<file path="src/sv/fir_pkg.sv">
`default_nettype none

package fir_pkg;

  // Fixed field and register widths
  localparam int OUT_BITS       = 36;
  localparam int CFG_DATA_W     = 64;
  localparam int CFG_IDX_W      = 3;
  localparam int TAP_COUNT_W    = 5;
  localparam int COEFF_WORDS    = 4;
  localparam int SLOTS_PER_WORD = 4;
  localparam int SLOT_BITS      = 16;
  localparam int COEFF_SLOTS    = COEFF_WORDS * SLOTS_PER_WORD;

  // Parameter defaults
  localparam int DEF_MAX_TAPS    = 16;
  localparam int DEF_SAMPLE_BITS = 16;
  localparam int DEF_COEFF_BITS  = 16;

  // Configuration register indexes
  localparam logic [CFG_IDX_W-1:0] REG_TAP_COUNT = 3'd0;
  localparam logic [CFG_IDX_W-1:0] REG_COEFF_0   = 3'd1;
  localparam logic [CFG_IDX_W-1:0] REG_COEFF_1   = 3'd2;
  localparam logic [CFG_IDX_W-1:0] REG_COEFF_2   = 3'd3;
  localparam logic [CFG_IDX_W-1:0] REG_COEFF_3   = 3'd4;

  typedef enum logic [1:0] {
    ST_IDLE,
    ST_ISSUE,
    ST_DRAIN,
    ST_PUSH
  } fir_state_t;

endpackage

`default_nettype wire

</file>
<file path="src/sv/fir_filter_same_mode_unit.sv">
// Flow: for each result, taps from its zero-padding shift d (0 for ordinary results) up
//   to the last are issued in ST_ISSUE, ST_DRAIN empties the pipeline, and ST_PUSH loads
//   the output register, waiting on out_stall; the first starts in the cycle after the
//   sample beat is accepted. in_stall holds off a new sample until the last result of the
//   current one is pushed; a sample that releases no result leaves the unit in ST_IDLE.
// Reset (rst_n low, synchronous): tap count 1, coefficients zero, delay line empty.
`default_nettype none

module fir_filter_same_mode_unit
  import fir_pkg::*;
#(
  parameter int MAX_TAPS    = DEF_MAX_TAPS,
  parameter int SAMPLE_BITS = DEF_SAMPLE_BITS,
  parameter int COEFF_BITS  = DEF_COEFF_BITS
) (
  input  wire                          clk,
  input  wire                          rst_n,
  // sample channel
  input  wire                          in_valid,
  output logic                         in_stall,
  input  wire signed [SAMPLE_BITS-1:0] in_sample,
  input  wire                          in_block_end,
  // result channel
  output logic                         out_valid,
  input  wire                          out_stall,
  output logic signed [OUT_BITS-1:0]   out_filtered,
  output logic                         out_run_last,
  // configuration write port
  input  wire                          cfg_we,
  input  wire [CFG_IDX_W-1:0]          cfg_index,
  input  wire [CFG_DATA_W-1:0]         cfg_wdata
);

  // KW indexes taps and memory entries; CW holds a count up to MAX_TAPS.
  localparam int KW       = (MAX_TAPS > 1) ? $clog2(MAX_TAPS) : 1;
  localparam int CW       = $clog2(MAX_TAPS + 1) + 1;
  localparam int PROD_W   = SAMPLE_BITS + COEFF_BITS;
  localparam int EXT_W    = (PROD_W > OUT_BITS) ? PROD_W : OUT_BITS;
  localparam int SLOT_EXT = (COEFF_BITS > SLOT_BITS) ? COEFF_BITS : SLOT_BITS;

  // ---------------------------------------------------------------------------
  // Configuration registers
  // ---------------------------------------------------------------------------
  logic [TAP_COUNT_W-1:0] tap_count_r;
  logic [CFG_DATA_W-1:0]  coeff_word_r [COEFF_WORDS];

  always_ff @(posedge clk) begin
    if (!rst_n) begin
      tap_count_r <= TAP_COUNT_W'(1);
      for (int w = 0; w < COEFF_WORDS; w++) begin
        coeff_word_r[w] <= '0;
      end
    end else if (cfg_we) begin
      unique case (cfg_index)
        REG_TAP_COUNT: tap_count_r     <= cfg_wdata[TAP_COUNT_W-1:0];
        REG_COEFF_0:   coeff_word_r[0] <= cfg_wdata;
        REG_COEFF_1:   coeff_word_r[1] <= cfg_wdata;
        REG_COEFF_2:   coeff_word_r[2] <= cfg_wdata;
        REG_COEFF_3:   coeff_word_r[3] <= cfg_wdata;
        default: ; // writes beyond the register list are dropped
      endcase
    end
  end

  // Unpack coefficients: each 16-bit slot is read as a signed COEFF_BITS value taken
  // from its low bits. Taps past the packed slots read as zero.
  logic signed [COEFF_BITS-1:0] coef_arr [MAX_TAPS];

  for (genvar j = 0; j < MAX_TAPS; j++) begin : g_coef
    if (j < COEFF_SLOTS) begin : g_slot
      localparam int WI = j / SLOTS_PER_WORD;
      localparam int SI = (j % SLOTS_PER_WORD) * SLOT_BITS;
      logic [SLOT_EXT-1:0] slot_z;
      assign slot_z      = SLOT_EXT'(coeff_word_r[WI][SI +: SLOT_BITS]);
      assign coef_arr[j] = slot_z[COEFF_BITS-1:0];
    end else begin : g_zero
      assign coef_arr[j] = '0;
    end
  end

  // Taps in use: zero counts as one, anything past the delay line as MAX_TAPS.
  logic [CW-1:0] taps_use;
  logic [KW-1:0] start_pos;

  always_comb begin
    if (tap_count_r == '0) begin
      taps_use = CW'(1);
    end else if (int'(tap_count_r) > MAX_TAPS) begin
      taps_use = CW'(MAX_TAPS);
    end else begin
      taps_use = CW'(tap_count_r);
    end
    start_pos = KW'((taps_use - CW'(1)) >> 1);
  end

  // ---------------------------------------------------------------------------
  // Control registers
  // ---------------------------------------------------------------------------
  fir_state_t state_r, state_nxt;

  logic [KW-1:0] wp_r;        // entry that holds the newest sample
  logic [CW-1:0] count_r;     // samples in the current block, saturating at MAX_TAPS
  logic [CW-1:0] len_r;       // samples visible to the item at work
  logic [CW-1:0] taps_r;
  logic [KW-1:0] d_r;         // padding shift of the result at work
  logic [KW-1:0] d_end_r;     // shift of the item's final result
  logic          last_r;
  logic [KW-1:0] k_r;         // tap being issued

  logic in_acc;
  logic issue_en;
  logic push_en;
  logic pipe_busy;

  // Item acceptance bookkeeping
  logic [KW-1:0] wp_nxt;
  logic [CW-1:0] cnt_inc;
  logic [CW-1:0] start_c;
  logic [CW-1:0] first_c;
  logic          no_result;

  always_comb begin
    wp_nxt    = (wp_r == KW'(MAX_TAPS - 1)) ? '0 : wp_r + KW'(1);
    cnt_inc   = (count_r < CW'(MAX_TAPS)) ? count_r + CW'(1) : count_r;
    start_c   = CW'(start_pos);
    first_c   = (start_c + CW'(1) > cnt_inc) ? start_c + CW'(1) - cnt_inc : '0;
    no_result = !in_block_end && (cnt_inc <= start_c);
  end

  // ---------------------------------------------------------------------------
  // Next-state logic
  // ---------------------------------------------------------------------------
  always_comb begin
    state_nxt = state_r;
    unique case (state_r)
      ST_IDLE: begin
        if (in_acc && !no_result) begin
          state_nxt = ST_ISSUE;
        end
      end
      ST_ISSUE: begin
        if (CW'(k_r) == taps_r - CW'(1)) begin
          state_nxt = ST_DRAIN;
        end
      end
      ST_DRAIN: begin
        if (!pipe_busy) begin
          state_nxt = ST_PUSH;
        end
      end
      ST_PUSH: begin
        if (push_en) begin
          state_nxt = (d_r == d_end_r) ? ST_IDLE : ST_ISSUE;
        end
      end
      default: state_nxt = ST_IDLE;
    endcase
  end

  // ---------------------------------------------------------------------------
  // Output decode
  // ---------------------------------------------------------------------------
  always_comb begin
    in_stall = (state_r != ST_IDLE);
    in_acc   = in_valid && (state_r == ST_IDLE);
    issue_en = (state_r == ST_ISSUE);
    push_en  = (state_r == ST_PUSH) && (!out_valid || !out_stall);
  end

  always_ff @(posedge clk) begin
    if (!rst_n) begin
      state_r <= ST_IDLE;
      wp_r    <= '0;
      count_r <= '0;
      len_r   <= '0;
      taps_r  <= CW'(1);
      d_r     <= '0;
      d_end_r <= '0;
      last_r  <= 1'b0;
      k_r     <= '0;
    end else begin
      state_r <= state_nxt;
      if (in_acc) begin
        // Advance the ring; a block end drops the whole delay line by zeroing the count.
        wp_r    <= wp_nxt;
        count_r <= in_block_end ? '0 : cnt_inc;
        len_r   <= cnt_inc;
        taps_r  <= taps_use;
        last_r  <= in_block_end;
        d_r     <= in_block_end ? KW'(first_c) : '0;
        d_end_r <= in_block_end ? start_pos : '0;
        k_r     <= in_block_end ? KW'(first_c) : '0;
      end else if (issue_en) begin
        if (state_nxt == ST_ISSUE) begin
          k_r <= k_r + KW'(1);
        end
      end else if (push_en && (d_r != d_end_r)) begin
        d_r <= d_r + KW'(1);
        k_r <= d_r + KW'(1);
      end
    end
  end

  // ---------------------------------------------------------------------------
  // Delay-line memory: ring of MAX_TAPS samples, one write and one read port.
  // The sample is written at acceptance, reads start the cycle after, so no
  // read can hit an entry whose write is still pending.
  // ---------------------------------------------------------------------------
  logic [SAMPLE_BITS-1:0] dl_mem [MAX_TAPS];
  logic [SAMPLE_BITS-1:0] rdata_r;
  logic [KW-1:0]          tap_off;
  logic [KW:0]            wrap_sum;
  logic [KW-1:0]          rd_addr;

  always_comb begin
    tap_off  = k_r - d_r;
    wrap_sum = {1'b0, wp_r} + (KW+1)'(MAX_TAPS) - {1'b0, tap_off};
    rd_addr  = (wp_r >= tap_off) ? wp_r - tap_off : wrap_sum[KW-1:0];
  end

  always_ff @(posedge clk) begin
    if (in_acc) begin
      dl_mem[wp_nxt] <= in_sample;
    end
    rdata_r <= dl_mem[rd_addr];
  end

  // ---------------------------------------------------------------------------
  // Multiply-accumulate pipeline: read, multiply, accumulate.
  // Entries at or beyond the block's sample count are stale and count as zero.
  // ---------------------------------------------------------------------------
  logic                         s1_v_r;
  logic                         s1_ok_r;
  logic signed [COEFF_BITS-1:0] s1_coef_r;
  logic                         s2_v_r;
  logic signed [PROD_W-1:0]     prod_r;
  logic signed [EXT_W-1:0]      prod_ext;
  logic [OUT_BITS-1:0]          acc_r;

  assign pipe_busy = s1_v_r || s2_v_r;
  assign prod_ext  = EXT_W'(prod_r);

  always_ff @(posedge clk) begin
    if (!rst_n) begin
      s1_v_r <= 1'b0;
      s2_v_r <= 1'b0;
    end else begin
      s1_v_r <= issue_en;
      s2_v_r <= s1_v_r;
    end
  end

  always_ff @(posedge clk) begin
    s1_ok_r   <= (CW'(tap_off) < len_r);
    s1_coef_r <= coef_arr[k_r];
    // Keep the multiply signed on its own; drop a stale entry to zero.
    if (s1_ok_r) begin
      prod_r <= $signed(rdata_r) * s1_coef_r;
    end else begin
      prod_r <= '0;
    end
    if (in_acc || push_en) begin
      acc_r <= '0;
    end else if (s2_v_r) begin
      acc_r <= acc_r + prod_ext[OUT_BITS-1:0];
    end
  end

  // ---------------------------------------------------------------------------
  // Output register: holds a finished beat while the next item is taken in.
  // ---------------------------------------------------------------------------
  always_ff @(posedge clk) begin
    if (!rst_n) begin
      out_valid <= 1'b0;
    end else if (push_en) begin
      out_valid <= 1'b1;
    end else if (!out_stall) begin
      out_valid <= 1'b0;
    end
  end

  always_ff @(posedge clk) begin
    if (push_en) begin
      out_filtered <= acc_r;
      out_run_last <= last_r && (d_r == d_end_r);
    end
  end

endmodule

`default_nettype wire

</file>
<file path="config.mk">
export PLATFORM = sky130hd
export DESIGN_NAME = fir_filter_same_mode_unit
export DESIGN_NICKNAME = d
export VERILOG_FILES = /design/src/sv/fir_pkg.sv /design/src/sv/fir_filter_same_mode_unit.sv
export SDC_FILE = /design/constraint.sdc
export NUM_CORES = 2
export LEC_CHECK = 0
export ABC_CLOCK_PERIOD_IN_PS = 7800
export BUFFER_PORTS_ARGS = -buffer_cell sky130_fd_sc_hd__buf_2
export CAP_MARGIN = 30
export CELL_PAD_IN_SITES_DETAIL_PLACEMENT = 1
export CELL_PAD_IN_SITES_GLOBAL_PLACEMENT = 2
export CORE_ASPECT_RATIO = 2
export CORE_MARGIN = 5
export CORE_UTILIZATION = 45
export CTS_CLUSTER_SIZE = 30
export DETAILED_ROUTE_END_ITERATION = 8
export PLACE_DENSITY_LB_ADDON = 0.3
export SLEW_MARGIN = 20
export SYNTH_ARGS = -nofsm -noshare
export SYNTH_HDL_FRONTEND = slang
export SYNTH_SLANG_ARGS = --single-unit
</file>
<file path="constraint.sdc">
create_clock -name clk -period 7.8 [get_ports clk]
set_input_delay 0.78 -clock clk [delete_from_list [all_inputs] [get_ports clk]]
set_output_delay 0.78 -clock clk [all_outputs]
set_load 0.01 [all_outputs]
</file>
==> results.sh <==
export IMPL_status="completed"
export IMPL_synth_nets=3507
export IMPL_layout_nets=3631
export IMPL_ctsResizeCount=0
export IMPL_hold_path_class="in2reg"
export IMPL_fmax_mhz=140
export IMPL_met3_usage_pct=3.14
export IMPL_critPathRequiredTime_ns=8.31
export IMPL_synthAdderAreaFrac_pct=18.2
export IMPL_cp_startpoint="rdata_r[7]"
export IMPL_synth_mux_area_share_pct=9.39
export IMPL_final_max_slew_viol_count=0
export IMPL_clock_path_buffers=3
export IMPL_die_area_mm2=0.0936
export IMPL_htreeDepth=3
export IMPL_dp_cells=4218
export IMPL_setup_viol=0
export IMPL_cts_buffers=67
export IMPL_synthArstFlopShare_pct=0
export IMPL_grt_use_met2_pct=43.8
export IMPL_worstReg2RegEnd="prod_r[28]"
export IMPL_die_h_um=428
export IMPL_io_buffers=127
export IMPL_via_per_inst=5.35
export IMPL_crit_slowest_cell="dfxtp_1"
export IMPL_io_pins=128
export IMPL_worstSkewPairLatency_ns=0.67
export IMPL_rsz0062_at_grt="no"
export IMPL_synth_edff_count=549
export IMPL_finalHoldViolCount=0
export IMPL_path_max_fanout=16
export IMPL_cpMostUsedCell="fa_1"
export IMPL_reg2reg_depth=22
export IMPL_finalCriticalPeriod_ns=7.12
export IMPL_min_from="cfg_wdata[0]"
export IMPL_ys_types=70
export IMPL_synth_top_area_share_pct=42.0
export IMPL_yosys_warnings=0
export IMPL_yosysMostFrequentCell="edfxtp_1"
export IMPL_rows=153
export IMPL_overflow=0
export IMPL_cp_end_kind="register"
export IMPL_synth_top_family_by_area="adder cells"
export IMPL_grt_pass1_wl_mm=154
export IMPL_hold_depth=3
export IMPL_wirelength_mm=97.4
export IMPL_synth_compound_area_share_pct=4.94
export IMPL_synth_xor_area_share_pct=1.94
export IMPL_synth_common_cells="edfxtp_1, and2_1, inv_1"
export IMPL_met1_usage_pct=21.7
export IMPL_slew_headroom_pct=34.3
export IMPL_first_global_vias=27200
export IMPL_arrival_ns=7.63
export IMPL_drive_above_1_share_pct=14.4
export IMPL_synth_largest_area_cell="edfxtp_1"
export IMPL_crit_chain="and2_1 > fa_1 > inv_1 > fa_1 > fa_1 > fa_1 > inv_1 > fa_1 > fa_1 > ha_1 > a21o_1 > a21o_1 > a211oi_1 > o31ai_1 > buf_4 > a2111oi_2 > o31ai_1 > a221oi_1 > nand2b_1 > a21oi_1 > xor2_1 > nor2_1"
export IMPL_rrSetupSlack_ns=0.68
export IMPL_critPathKind="reg2reg"
export IMPL_drv_cap=0
export IMPL_timing_critical_path_from_type="register"
export IMPL_hpwl_mm=71.8
export IMPL_drc=0
export IMPL_dr_pass1_iters=5
export IMPL_cts_hold_buffers=0
export IMPL_grt_max_degree=65
export IMPL_slowest_delay_ns=0.82
export IMPL_routedWlPerCell_um=22.4
export IMPL_root_buffer="clkbuf_16"
export IMPL_instances_no_fill=4343
export IMPL_grtUsageTotal_pct=21.5
export IMPL_core_mm2=0.0867
export IMPL_post_cts_setup_buffers=0
export IMPL_area_delta_synth_final_pct=11.5
export IMPL_synthSimpleGateAreaFrac_pct=11.5
export IMPL_clkTransAtPathRegs_ns=0.06
export IMPL_die_w_um=219
export IMPL_final_setup_tns_ns=0
export IMPL_finClkSkew_ns=0.0404
export IMPL_vias=23200
export IMPL_synth_seq_cells=694
export IMPL_antenna_found_initial=11
export IMPL_tightest_slew_ns=0.985
export IMPL_ys_flop_type="edfxtp_1"
export IMPL_gp_congestion=0.840
export IMPL_netlist_area_mm2=0.0393
export IMPL_start_util_pct=45.3
export IMPL_syn_avg_cell_area_um2=13.1
export IMPL_dr_first_iter_drc_count=1135
export IMPL_synthTopCellsByArea="edfxtp_1, fa_1, mux4_2"
export IMPL_cts_sinks=694
export IMPL_tritoncts="done"
export IMPL_hold_path_end="tap_count_r[0]"
export IMPL_r2r_start="rdata_r[7]"
export IMPL_syn_inst=3005
export IMPL_finalCritPeriodShare_pct=91.3
export IMPL_grt_busiest_layer="met2"
export IMPL_ys_seq_area_share_pct=49.4
export IMPL_postRouteAntennaNets=0
[metrics by stage]
| stage | setup slack [ns] | util [%] | hold slack (ns) | instance area (µm²) |
|---|---|---|---|---|
| 2_1_floorplan | 1.51 | - | 0.415 | 39300 |
| 3_3_place_gp | 0.632 | 47.7 | 0.440 | 41300 |
| 3_5_place_dp | 0.628 | 47.7 | 0.445 | 41400 |
| 4_1_cts | 0.624 | 50.4 | 0.385 | 43700 |
| 5_1_grt | 0.237 | 50.5 | 0.421 | 43800 |
| 6_report | 0.680 | 50.5 | 0.426 | 43800 |
[worst max-delay path by stage]
stage                      end  cells past startpoint  slack (ns)
CTS                 prod_r[28]                     21        0.62
floorplan           prod_r[28]                     21        1.51
detailed placement  prod_r[28]                     22        0.63
global placement    prod_r[28]                     22        0.63
global route        prod_r[28]                     22        0.24
finish              prod_r[28]                     22        0.68
[cell families after synthesis]
| kind of cell | after synthesis |
|---|---|
| multiplexers | 188 |
| AO/OA/AOI/OAI | 293 |
| buffers and inverters | 485 |
| adder cells (fa/ha/maj) | 413 |
| flip-flops | 694 |
| AND/OR/NAND/NOR | 845 |
| XOR/XNOR | 87 |
[routing by layer]
metal | up-vias | part of all wire (%)
met5 | - | 0.052
met4 | 8 | 3.3
met3 | 190 | 3.4
met2 | 405 | 59
met1 | 12100 | 34
li1 | 10600 | -
[worst max-delay path: cells and delay by family (launching register included)]
family                   cells  cell delay [ns]
adder cells (fa/ha/maj)      7             3.17
AO/OA/AOI/OAI                8             2.11
flip-flops                   1             0.82
AND/OR/NAND/NOR              3             0.41
buffers and inverters        3             0.32
XOR/XNOR                     1             0.16
[state kept, by name (all words and copies together) (netlist names), 5 cells and up]
register / flops
taps_r: 5
coeff_word_r: 256
out_filtered: 36
acc_r: 36
dl_mem: 256
len_r: 6
s1_coef_r: 16
prod_r: 32
rdata_r: 16
count_r: 6
tap_count_r: 5
[final cells by class]
type                       instances  area [µm²]
multi-input combinational       1826       18200
fill                            8794       42900
inverter                         359        1350
clock buffer                      76        1740
timing repair buffer             181        1150
clock inverter                    43         541
antenna                            2        5.00
sequential                       694       19400
tap                             1162        1450
[placed cells by master, fill, tap and decap left out, types with 68 or more instances in the layout]
cell	n
buf_2	127
mux4_2	144
edfxtp_1	549
nor2_1	107
fa_1	265
ha_1	146
and2_1	392
dfxtp_1	141
nand2_1	197
a21oi_1	89
inv_1	357
clkbuf_16	68
Power is not shown: default switching activity piles up to over one toggle a cycle in this logic, so the estimate is an artifact.
